--- src/sv/jsu_pkg.sv ---
`default_nettype none

package jsu_pkg;

   // request and result payloads
   typedef struct packed {
      logic [7:0] in_byte;
      logic       terminator;
   } req_type;

   typedef struct packed {
      logic [7:0] out_byte;
      logic       has_byte;
      logic       run_last;
      logic [1:0] status;
   } rsp_type;

   // end-of-string status codes
   localparam logic [1:0] ST_OK         = 2'd0;
   localparam logic [1:0] ST_UNEXPECTED = 2'd1;
   localparam logic [1:0] ST_UNICODE    = 2'd2;

   // command queue between the front and the back end
   localparam int QUEUE_DEPTH = 4;
   localparam int QUEUE_AW    = $clog2(QUEUE_DEPTH);

   // one command: up to three bytes, or the end result
   typedef struct packed {
      logic       is_end;
      logic [1:0] status;
      logic [1:0] count;
      logic [7:0] byte0;
      logic [7:0] byte1;
      logic [7:0] byte2;
   } cmd_type;

   // utf-8 encoding constants
   localparam logic [7:0] UTF8_LEAD2 = 8'hC0;
   localparam logic [7:0] UTF8_LEAD3 = 8'hE0;
   localparam logic [7:0] UTF8_CONT  = 8'h80;

endpackage

`default_nettype wire

--- src/sv/jsu_front.sv ---
`default_nettype none

module jsu_front (
   input  wire logic             clock,
   input  wire logic             reset,
   input  wire logic             accept,
   input  wire jsu_pkg::req_type req,
   output logic                  push,
   output jsu_pkg::cmd_type      cmd
);

   localparam logic [2:0] MODE_NORMAL = 3'd0;
   localparam logic [2:0] MODE_ESCAPE = 3'd1;
   localparam logic [2:0] MODE_HEX0   = 3'd2;
   localparam logic [2:0] MODE_HEX1   = 3'd3;
   localparam logic [2:0] MODE_HEX2   = 3'd4;
   localparam logic [2:0] MODE_HEX3   = 3'd5;
   localparam logic [2:0] MODE_ERROR  = 3'd6;

   localparam logic [7:0] CHAR_BACKSLASH = 8'h5C;
   localparam logic [7:0] CHAR_QUOTE     = 8'h22;
   localparam logic [7:0] CHAR_SLASH     = 8'h2F;
   localparam logic [7:0] CHAR_B         = 8'h62;
   localparam logic [7:0] CHAR_F         = 8'h66;
   localparam logic [7:0] CHAR_N         = 8'h6E;
   localparam logic [7:0] CHAR_R         = 8'h72;
   localparam logic [7:0] CHAR_T         = 8'h74;
   localparam logic [7:0] CHAR_U         = 8'h75;

   logic [2:0]  mode_ff, mode_in;
   logic [15:0] cp_ff, cp_in;
   logic [1:0]  err_ff, err_in;
   logic        hex_ok;
   logic [3:0]  hex_val;
   logic [15:0] cp_next;
   logic [7:0]  c;

   // hex digit decode, either case
   always_comb begin
      c       = req.in_byte;
      hex_ok  = 1'b1;
      hex_val = 4'd0;
      if (c inside {[8'h30:8'h39]}) begin
         hex_val = 4'(c - 8'h30);
      end else if (c inside {[8'h61:8'h66]}) begin
         hex_val = 4'(c - 8'h57);
      end else if (c inside {[8'h41:8'h46]}) begin
         hex_val = 4'(c - 8'h37);
      end else begin
         hex_ok = 1'b0;
      end
      cp_next = {cp_ff[11:0], hex_val};
   end

   // escape state machine and command build
   always_comb begin
      mode_in = mode_ff;
      cp_in   = cp_ff;
      err_in  = err_ff;
      push    = 1'b0;
      cmd     = '0;
      if (accept) begin
         if (req.terminator) begin
            push       = 1'b1;
            cmd.is_end = 1'b1;
            if (mode_ff == MODE_NORMAL) begin
               cmd.status = err_ff;
            end else if (mode_ff == MODE_ESCAPE) begin
               cmd.status = jsu_pkg::ST_UNEXPECTED;
            end else if (mode_ff inside {[MODE_HEX0:MODE_HEX3]}) begin
               cmd.status = jsu_pkg::ST_UNICODE;
            end else begin
               cmd.status = err_ff;
            end
            mode_in = MODE_NORMAL;
            cp_in   = '0;
            err_in  = jsu_pkg::ST_OK;
         end else begin
            case (mode_ff)
               MODE_NORMAL: begin
                  if (c == CHAR_BACKSLASH) begin
                     mode_in = MODE_ESCAPE;
                  end else begin
                     push      = 1'b1;
                     cmd.count = 2'd1;
                     cmd.byte0 = c;
                  end
               end
               MODE_ESCAPE: begin
                  mode_in   = MODE_NORMAL;
                  push      = 1'b1;
                  cmd.count = 2'd1;
                  case (c)
                     CHAR_BACKSLASH: cmd.byte0 = CHAR_BACKSLASH;
                     CHAR_QUOTE:     cmd.byte0 = CHAR_QUOTE;
                     CHAR_SLASH:     cmd.byte0 = CHAR_SLASH;
                     CHAR_B:         cmd.byte0 = 8'h08;
                     CHAR_F:         cmd.byte0 = 8'h0C;
                     CHAR_N:         cmd.byte0 = 8'h0A;
                     CHAR_R:         cmd.byte0 = 8'h0D;
                     CHAR_T:         cmd.byte0 = 8'h09;
                     CHAR_U: begin
                        push    = 1'b0;
                        cp_in   = '0;
                        mode_in = MODE_HEX0;
                     end
                     default: begin
                        push    = 1'b0;
                        err_in  = jsu_pkg::ST_UNEXPECTED;
                        mode_in = MODE_ERROR;
                     end
                  endcase
               end
               MODE_HEX0, MODE_HEX1, MODE_HEX2, MODE_HEX3: begin
                  if (!hex_ok) begin
                     err_in  = jsu_pkg::ST_UNICODE;
                     mode_in = MODE_ERROR;
                  end else begin
                     cp_in = cp_next;
                     if (mode_ff == MODE_HEX3) begin
                        mode_in = MODE_NORMAL;
                        push    = 1'b1;
                        // utf-8 encode the gathered code point
                        if (cp_next[15:7] == '0) begin
                           cmd.count = 2'd1;
                           cmd.byte0 = cp_next[7:0];
                        end else if (cp_next[15:11] == '0) begin
                           cmd.count = 2'd2;
                           cmd.byte0 = jsu_pkg::UTF8_LEAD2 | {3'b000, cp_next[10:6]};
                           cmd.byte1 = jsu_pkg::UTF8_CONT | {2'b00, cp_next[5:0]};
                        end else begin
                           cmd.count = 2'd3;
                           cmd.byte0 = jsu_pkg::UTF8_LEAD3 | {4'b0000, cp_next[15:12]};
                           cmd.byte1 = jsu_pkg::UTF8_CONT | {2'b00, cp_next[11:6]};
                           cmd.byte2 = jsu_pkg::UTF8_CONT | {2'b00, cp_next[5:0]};
                        end
                     end else begin
                        mode_in = mode_ff + 3'd1;
                     end
                  end
               end
               default: begin
                  // error state: drop bytes until the terminator
                  mode_in = mode_ff;
               end
            endcase
         end
      end
   end

   always_ff @(posedge clock) begin
      if (reset) begin
         mode_ff <= MODE_NORMAL;
         cp_ff   <= '0;
         err_ff  <= jsu_pkg::ST_OK;
      end else begin
         mode_ff <= mode_in;
         cp_ff   <= cp_in;
         err_ff  <= err_in;
      end
   end

endmodule

`default_nettype wire

--- src/sv/jsu_queue.sv ---
`default_nettype none

module jsu_queue (
   input  wire logic             clock,
   input  wire logic             reset,
   input  wire logic             push,
   input  wire jsu_pkg::cmd_type push_cmd,
   input  wire logic             pop,
   output logic                  full,
   output logic                  empty,
   output jsu_pkg::cmd_type      head
);

   jsu_pkg::cmd_type entry_ff [jsu_pkg::QUEUE_DEPTH];

   logic [jsu_pkg::QUEUE_AW-1:0] wr_ptr_ff, wr_ptr_in;
   logic [jsu_pkg::QUEUE_AW-1:0] rd_ptr_ff, rd_ptr_in;
   logic [jsu_pkg::QUEUE_AW:0]   count_ff, count_in;

   localparam logic [jsu_pkg::QUEUE_AW-1:0] LAST_PTR = jsu_pkg::QUEUE_AW'(jsu_pkg::QUEUE_DEPTH - 1);
   localparam logic [jsu_pkg::QUEUE_AW:0]   FULL_CNT = (jsu_pkg::QUEUE_AW + 1)'(jsu_pkg::QUEUE_DEPTH);

   assign full  = (count_ff == FULL_CNT);
   assign empty = (count_ff == '0);
   assign head  = entry_ff[rd_ptr_ff];

   // pointer and fill count update
   always_comb begin
      wr_ptr_in = wr_ptr_ff;
      rd_ptr_in = rd_ptr_ff;
      count_in  = count_ff;
      if (push) begin
         wr_ptr_in = (wr_ptr_ff == LAST_PTR) ? '0 : wr_ptr_ff + 1'b1;
      end
      if (pop) begin
         rd_ptr_in = (rd_ptr_ff == LAST_PTR) ? '0 : rd_ptr_ff + 1'b1;
      end
      if (push && !pop) begin
         count_in = count_ff + 1'b1;
      end else if (pop && !push) begin
         count_in = count_ff - 1'b1;
      end
   end

   always_ff @(posedge clock) begin
      if (reset) begin
         wr_ptr_ff <= '0;
         rd_ptr_ff <= '0;
         count_ff  <= '0;
      end else begin
         wr_ptr_ff <= wr_ptr_in;
         rd_ptr_ff <= rd_ptr_in;
         count_ff  <= count_in;
      end
   end

   // entry storage
   always_ff @(posedge clock) begin
      if (push) begin
         entry_ff[wr_ptr_ff] <= push_cmd;
      end
   end

endmodule

`default_nettype wire

--- src/sv/jsu_back.sv ---
`default_nettype none

module jsu_back (
   input  wire logic             clock,
   input  wire logic             reset,
   input  wire logic             empty,
   input  wire jsu_pkg::cmd_type head,
   output logic                  pop,
   input  wire logic             rsp_stall,
   output logic                  rsp_valid,
   output jsu_pkg::rsp_type      rsp_payload
);

   logic             valid_ff, valid_in;
   jsu_pkg::rsp_type rsp_ff, rsp_in;
   logic [1:0]       idx_ff, idx_in;
   logic             load;
   logic             last;
   logic [7:0]       sel_byte;

   assign rsp_valid   = valid_ff;
   assign rsp_payload = rsp_ff;

   // pick the byte of the current command
   always_comb begin
      case (idx_ff)
         2'd0:    sel_byte = head.byte0;
         2'd1:    sel_byte = head.byte1;
         default: sel_byte = head.byte2;
      endcase
      last = head.is_end || (idx_ff == head.count - 2'd1);
   end

   // output register refill
   always_comb begin
      load     = !valid_ff || !rsp_stall;
      valid_in = valid_ff;
      rsp_in   = rsp_ff;
      idx_in   = idx_ff;
      pop      = 1'b0;
      if (load) begin
         valid_in = !empty;
         if (!empty) begin
            rsp_in.out_byte = head.is_end ? 8'h00 : sel_byte;
            rsp_in.has_byte = !head.is_end;
            rsp_in.run_last = last;
            rsp_in.status   = head.is_end ? head.status : jsu_pkg::ST_OK;
            pop             = last;
            idx_in          = last ? 2'd0 : idx_ff + 2'd1;
         end
      end
   end

   always_ff @(posedge clock) begin
      if (reset) begin
         valid_ff <= 1'b0;
         idx_ff   <= 2'd0;
      end else begin
         valid_ff <= valid_in;
         idx_ff   <= idx_in;
      end
   end

   always_ff @(posedge clock) begin
      rsp_ff <= rsp_in;
   end

endmodule

`default_nettype wire

--- src/sv/json_string_unescape_unit.sv ---
// JSON string unescape unit: takes the raw bytes of a JSON string body, one request per
// byte, then a terminator request, and returns decoded bytes with backslash and \uXXXX
// escapes (UTF-8 encoded, one to three bytes) resolved, followed by one end result whose
// status tells whether the string was well formed; on a nonzero status the string's bytes
// must be discarded. Requests are taken one per cycle, sustained while rsp_stall is low;
// the back end sends one result per cycle unless stalled, so a \u escape's three output
// bytes are covered by the six input bytes of the escape. A four-entry command queue
// between the decoder and the output stage absorbs those bursts and downstream stalls;
// req_stall rises only when it is full. Results pass the queue, then the output register.
`default_nettype none

module json_string_unescape_unit (
   input  wire logic             clock,
   input  wire logic             reset,
   input  wire logic             req_valid,
   output logic                  req_stall,
   input  wire jsu_pkg::req_type req_payload,
   output logic                  rsp_valid,
   input  wire logic             rsp_stall,
   output jsu_pkg::rsp_type      rsp_payload
);

   logic             accept;
   logic             push;
   jsu_pkg::cmd_type push_cmd;
   logic             pop;
   logic             full;
   logic             empty;
   jsu_pkg::cmd_type head;

   assign req_stall = full;
   assign accept    = req_valid && !full;

   // decoder front end
   jsu_front u_front (
      .clock  (clock),
      .reset  (reset),
      .accept (accept),
      .req    (req_payload),
      .push   (push),
      .cmd    (push_cmd)
   );

   // command queue
   jsu_queue u_queue (
      .clock    (clock),
      .reset    (reset),
      .push     (push),
      .push_cmd (push_cmd),
      .pop      (pop),
      .full     (full),
      .empty    (empty),
      .head     (head)
   );

   // result back end
   jsu_back u_back (
      .clock       (clock),
      .reset       (reset),
      .empty       (empty),
      .head        (head),
      .pop         (pop),
      .rsp_stall   (rsp_stall),
      .rsp_valid   (rsp_valid),
      .rsp_payload (rsp_payload)
   );

endmodule

`default_nettype wire

--- config.mk ---
export PLATFORM = sky130hd
export DESIGN_NAME = json_string_unescape_unit
export DESIGN_NICKNAME = d
export VERILOG_FILES = /design/src/sv/jsu_pkg.sv /design/src/sv/jsu_front.sv /design/src/sv/jsu_queue.sv /design/src/sv/jsu_back.sv /design/src/sv/json_string_unescape_unit.sv
export SDC_FILE = /design/constraint.sdc
export NUM_CORES = 1
export LEC_CHECK = 0
export BUFFER_PORTS_ARGS = -buffer_cell sky130_fd_sc_hd__buf_2
export CAP_MARGIN = 25
export CORE_MARGIN = 1
export CORE_UTILIZATION = 30
export DETAILED_ROUTE_END_ITERATION = 10
export HOLD_SLACK_MARGIN = 0.08
export SKIP_LAST_GASP = 1
export SLEW_MARGIN = 20
export SYNTH_ARGS = -nofsm -noshare
export SYNTH_HDL_FRONTEND = slang
export SYNTH_SLANG_ARGS = --single-unit
--- constraint.sdc ---
create_clock -name clock -period 4 [get_ports clock]
set_input_delay 0.6 -clock clock [delete_from_list [all_inputs] [get_ports clock]]
set_output_delay 0.6 -clock clock [all_outputs]
set_load 0.1 [all_outputs]
# Word level (Yosys, flattened, before mapping)
# Memories as Yosys holds them, arrays and structs flattened. A register that Yosys moved wholly into a read port is not among the register bits.
# Index checks and enable logic that the tools add are counted.
dict set report word_totals {
  ff_bits 39
  ramBits 116
  in_bits 13
  out_inout_bits 14
  wordCells 142
  n_memories 1
}
dict set report op_classes {
  add_sub_neg 10
  order_cmp 8
  n_eq_ne 24
  mux 55
  bitwise 1
  reduce_logical 31
}
# memory depth word_bits read_ports rd_clocked_by_memory_dff write_ports line
set mem_list {}
lappend mem_list {u_queue.entry_ff 4 29 1 1 1 jsu_queue.sv:14} ;# jsu_pkg::cmd_type entry_ff [jsu_pkg::QUEUE_DEPTH];
# operator count
set op_table {}
lappend op_table {{26-bit 2-to-1 mux} 3}
lappend op_table {{8-bit by 7-bit equality test with 1-bit output (second input constant)} 7}
lappend op_table {{7-bit case mux with 8 select lines} 1}
lappend op_table {{12-bit 2-to-1 mux} 3}
lappend op_table {{16-bit 2-to-1 mux} 2}
lappend op_table {{10-bit case mux with 3 select lines} 1}
lappend op_table {{29-bit 2-to-1 mux} 1}
lappend op_table {{12-bit case mux with 2 select lines} 1}
lappend op_table {{2-bit 2-to-1 mux} 11}
lappend op_table {{3-bit 2-to-1 mux} 7}
lappend op_table {{17-bit 2-to-1 mux} 1}
lappend op_table {{8-bit by 6-bit equality test with 1-bit output (second input constant)} 2}
lappend op_table {{8-bit by 7-bit greater-or-equal comparator with 1-bit output (second input constant)} 2}
lappend op_table {{8-bit by 7-bit less-or-equal comparator with 1-bit output (second input constant)} 2}
lappend op_table {{8-bit case mux with 2 select lines} 1}
lappend op_table {{1-bit 2-to-1 mux} 13}
lappend op_table {{4-bit 2-to-1 mux} 3}
lappend op_table {{3-bit != test (second input constant)} 4}
lappend op_table {{10-bit 2-to-1 mux} 1}
lappend op_table {{3-bit equality test (second input constant)} 3}
lappend op_table {{9-bit logical NOT} 1}
lappend op_table {{9-bit 2-to-1 mux} 1}
lappend op_table {{3-bit case mux with 3 select lines} 1}
lappend op_table {{9-bit OR reduction} 1}
lappend op_table {{35 further kinds} 56}

# Longest topological paths before layout
dict set report depth {
  ltp_word 13
  ltp_mapped 14
  depth_no_buf 14
}

# By module
# Synthesis repeated with hierarchy kept, for this count alone.
dict set report hier_totals {
  cells_unflattened 503
  area_unflattened_um2 7080.5
}
# module n_inst cells_each area_per_inst_um2 seq_area_each_um2
set by_module_without_submodules {}
lappend by_module_without_submodules {jsu_queue 1 195 4633.2 3663.5}
lappend by_module_without_submodules {jsu_front 1 240 1705.4 340.3}
lappend by_module_without_submodules {jsu_back 1 67 728.2 420.4}
lappend by_module_without_submodules {json_string_unescape_unit 1 1 13.8 0.0}

# Least setup slack after synthesis
# OpenSTA, ideal clock, no wires.
dict set report synth_timing {
  kind {reg2reg}
  start {register u_queue.count_ff[0] (netlist name)}
  end {register u_queue.count_ff[2] (netlist name)}
  setup_ns 0.070
  t_arrival_ns 4.508
  required_ns 3.930
  setup_slack_ns -0.578
  path_stages_with_launch 14
  path_buffers 1
  period_less_slack_ns 4.578
  path_cell_list {dfxtp_1 nor3b_1 nor2b_1 clkbuf_1 o21ai_0 a21oi_1 a2bb2oi_4 inv_1 ha_1 inv_1 fa_1 xor2_1 or3_1 a21oi_1}
}
dict set report synth_between {
  elab_chain_len 7
  word_cells_on_any_way 16
  cone_classes {add/sub: 2; eq/ne: 1; mux: 5; reduce/logical: 8}
}
# element line
set synth_lines {}
lappend synth_lines {{start: declaration} jsu_queue.sv:18} ;# logic [jsu_pkg::QUEUE_AW:0] count_ff, count_in;
lappend synth_lines {{start signal: assignment} jsu_queue.sv:53} ;# count_ff <= count_in;
lappend synth_lines {{3-bit equality test *} jsu_queue.sv:23} ;# assign full = (count_ff == FULL_CNT);
lappend synth_lines {{named net req_stall} json_string_unescape_unit.sv:16} ;# output logic req_stall,
lappend synth_lines {{1-bit logical NOT *} json_string_unescape_unit.sv:32} ;# assign accept = req_valid && !full;
lappend synth_lines {{1-bit logical AND *} json_string_unescape_unit.sv:32}
lappend synth_lines {{1-bit 2-to-1 mux *} jsu_front.sv:62} ;# if (accept) begin
lappend synth_lines {{named net push} json_string_unescape_unit.sv:24} ;# logic push;
lappend synth_lines {{1-bit logical NOT} jsu_queue.sv:40} ;# end else if (pop && !push) begin
lappend synth_lines {{1-bit logical AND} jsu_queue.sv:40}
lappend synth_lines {{2-bit nonzero test (no line)} n/a}
# The timed path passes the listed nets; every way through them passes the cells marked *. The select of a mux whose other input is x is not followed.
# A chain may end at the register's enable or synchronous reset.

# Worst setup path after layout
dict set report layout_timing {
  start {input port req_payload[1] (netlist name)}
  end {register u_queue.count_ff[2] (netlist name)}
}
dict set report layout_between {
  elab_chain_len 12
  word_cells_on_any_way 32
  cone_classes {order compare: 6; eq/ne: 8; mux: 10; reduce/logical: 8}
}
# element line
set layout_lines {}
lappend layout_lines {{start: declaration} json_string_unescape_unit.sv:17} ;# input wire jsu_pkg::req_type req_payload,
lappend layout_lines {{8-bit by 7-bit greater-or-equal comparator with 1-bit output / 8-bit by 7-bit less-or-equal comparator with 1-bit output (equally long branches)} jsu_front.sv:47} ;# end else if (c inside {[8'h41:8'h46]}) begin
lappend layout_lines {{1-bit logical AND} jsu_front.sv:47}
lappend layout_lines {{1-bit 2-to-1 mux} jsu_front.sv:47}
lappend layout_lines {{1-bit 2-to-1 mux} jsu_front.sv:45} ;# end else if (c inside {[8'h61:8'h66]}) begin
lappend layout_lines {{1-bit 2-to-1 mux} jsu_front.sv:43} ;# if (c inside {[8'h30:8'h39]}) begin
lappend layout_lines {{1-bit 2-to-1 mux} jsu_front.sv:115} ;# if (!hex_ok) begin
lappend layout_lines {{1-bit case mux with 3 select lines *} jsu_front.sv:79} ;# case (mode_ff)
lappend layout_lines {{1-bit 2-to-1 mux *} jsu_front.sv:63} ;# if (req.terminator) begin
lappend layout_lines {{1-bit 2-to-1 mux *} jsu_front.sv:62}
lappend layout_lines {{named net push} json_string_unescape_unit.sv:24}
lappend layout_lines {{1-bit logical NOT} jsu_queue.sv:40}
lappend layout_lines {{1-bit logical AND} jsu_queue.sv:40}
lappend layout_lines {{2-bit nonzero test (no line)} n/a}
# The timed path passes the listed nets; every way through them passes the cells marked *.

==> flow_metrics.tcl <==
set metrics [dict create \
    arrival_ps 3590 \
    finalCritPeriodShare_pct 80.93 \
    rsz0062_at_grt "false" \
    min_from "rsp_stall" \
    synth_top_family_by_area "compound AO/OA/AOI/OAI gates" \
    clock-skew-final_ps 8.429 \
    track_usage_pct 12.58 \
    num_antenna_cells 0 \
    violations "design-rule violations" \
    setup_viol 0 \
    drive_gt1_share_pct 21.76 \
    final_cell_mix "edfxtp_1, nor2_1, a21oi_1, dfxtp_1, mux4_2" \
    gp_congestion 0.8762 \
    start_util_pct 30.89 \
    ir_drop_v 0.0002684 \
    fin_util_pct 35.71 \
    routed_via_density 5.204 \
    post_cts_resized 0 \
    maxCapViolCount 0 \
    cts_root_buf "clkbuf_16" \
    wire_per_inst_um 17.38 \
    status "finished, violations left" \
    grt_max_degree 28 \
    routed-via-count 4231 \
    hold_viol 0 \
    io_pins 27 \
    cts.path.max_buffers 2 \
    worst_pin_slew_ps 929.0 \
    crit_type "in2reg" \
    cts_sinks 149 \
    cts_made_buffers 17 \
    finalSetupTns_ps 0 \
    antenna_found_initial 0 \
    clk-insertion-delay-late_ps 420 \
    synth_compound_area_share_pct 11.22 \
    syn_inst 486 \
    drt_iter0_markers 274 \
    synthFlopType "edfxtp_1" \
    final_nets 548 \
    drc 2 \
    total_power_mw 5.146 \
    cts_setup_buffers 0 \
    ys_seq_area_share_pct 61.49 \
    die_x_um 152.6 \
    yosysWarnings 0 \
    synth_fa_ha_area_share_pct 2.869 \
    synth_mux_area_share_pct 10.00 \
    min_period_ps 3237 \
    portBuffers 26 \
    fmax_mhz 308.9 \
    grt_pass1_wl_mm 22.56 \
    syn2layout_area_growth_pct 15.61 \
    dp_hpwl_mm 9.502 \
    tritoncts "yes" \
    dieArea_mm2 0.02329 \
    overflow 0 \
    yosysUniqueCellTypes 70 \
    ys_ff_latch 149 \
    htreeDepth 4 \
    die_h_um 152.6 \
    async_flop_share_pct 0 \
    ant_nets 0 \
    grt_pass1_vias 4229 \
    leakagePower_nw 2.626 \
    cp.required_ps 4350 \
    netlist_area_mm2 0.006804 \
    std_cell_rows 54 \
    final_common_cell "edfxtp_1" \
    drt_first_pass_iters 8 \
    synth_edf_count 120 \
    ctsHoldBuffers 0 \
    synth_nets 514 \
    drt_wl_total_mm 14.13 \
    cts.clk_slew.worst_paths_ps 60 \
    startpoint "req_payload[1]" \
    startpoint_type "primary input" \
    p_per_area_mw_per_mm2 654.2 \
    syn_avg_cell_area_um2 14.00 \
    finalMaxSlewViolations 0 \
    core_area_mm2 0.02203 \
    timing.slew.headroom_pct 37.50 \
    critical_path.max_fanout 7 \
    yosys.area_share.simple_pct 11.13 \
    r2r-start "u_front.mode_ff[1]" \
    synth_xor_area_share_pct 0.6436 \
    end_kind "flop" \
    min_path_type "in2reg" \
]
cell families (layout without fill, tap and decap cells):
family / after synthesis / in the layout
DFF: 149 / 149
and+or+nand+nor: 138 / 138
AOI/OAI and AO/OA: 106 / 106
buffers and inverters: 39 / 86
muxes: 34 / 34
adders and majority gates: 15 / 15
xor gates and xnor gates: 5 / 5
where the power goes:
part	internal, mW	total [mW]	leakage (nW)	switching [mW]
combinational	0.484	1.55	1.02	1.07
sequential	1.93	2.02	1.34	0.0850
clock	0.976	1.58	0.273	0.604
total	3.39	5.15	2.63	1.76
through the flow:
stage / cells / instance area [um2] / hold WS [ps] / setup WS (ps)
finish: 813 / 7866 / 436.7 / 762.8
global route: 813 / 7866 / 447.7 / 487.7
CTS: 813 / 7866 / 418.1 / 761.7
detailed placement: 781 / 7274 / 462.8 / 352.9
global placement: 781 / 7274 / 453.3 / 500.2
floorplan: 486 / 6809 / 454.3 / 431.7
state kept, by name (all words and copies together), names as in the netlist, named ones only:
register and count:
u_back.rsp_valid 1, u_front.mode_ff 3, u_back.rsp_payload 12, u_back.idx_ff 2
u_queue.wr_ptr_ff 2, u_queue.entry_ff 108, u_queue.rd_ptr_ff 2, u_front.err_ff 2
u_queue.count_ff 3, u_front.cp_ff 12
Yosys cell counts (3+ instances only):
cell | count | share of area [%]
edfxtp_1 | 120 | 53
and3_1 | 3 | 0.28
o221ai_1 | 3 | 0.39
ha_1 | 14 | 2.6
a22oi_1 | 12 | 1.3
mux4_2 | 27 | 8.9
clkbuf_1 | 12 | 0.66
buf_2 | 5 | 0.37
buf_6 | 3 | 0.50
a31oi_1 | 4 | 0.37
mux2i_1 | 5 | 0.74
o21ai_0 | 13 | 0.96
xnor2_1 | 3 | 0.39
nand3_1 | 7 | 0.51
nand2_1 | 23 | 1.3
a22o_1 | 15 | 1.9
a21oi_1 | 28 | 2.1
and2_1 | 9 | 0.83
nor2_1 | 39 | 2.2
inv_1 | 15 | 0.83
nor3_1 | 11 | 0.81
nor4_1 | 4 | 0.37
or3_1 | 3 | 0.28
o21a_1 | 5 | 0.55
nand2b_1 | 12 | 1.1
nor2b_1 | 7 | 0.64
dfxtp_1 | 29 | 8.5
metal layers:
metal  up-vias  share of wire [%]  track usage, %  wire length [um]
li1       1956                  -               -                 -
met1      2144                 47           16.51              6622
met3        16                4.4           3.242               620
met4         0                1.5           4.906               206
met5         -                  0               0                 0
met2       115                 47           19.90              6679
worst paths after layout:
kind	endpoint	slack (ps)	depth (start not counted)
setup / recovery	u_queue.count_ff[2]	760	15
hold / removal	u_back.rsp_valid	440	3
setup reg to reg	u_queue.count_ff[2]	770	13
hold reg to reg	u_back.rsp_valid	470	2
critical path, stage by stage:
cell and delay [ps]:
buf_2 150, inv_1 170, ha_1 240, or3b_2 480, a21oi_2 230, nor4_4 100, nand2_1 150, a2bb2oi_4 110
inv_1 90, ha_1 190, inv_1 60, fa_1 370, xor2_1 180, or3_1 300, a21oi_1 150
layout make-up:
type | count | area [um2]
repair buffers | 39 | 227.7
multi-input cells | 298 | 2455
fillers | 2125 | 14160
clock inverters | 13 | 158.9
clock buffers | 19 | 432.9
inverters | 15 | 56.30
flip-flops and latches | 149 | 4185
well taps | 280 | 350.3
Power figures use the tool's default switching activity.
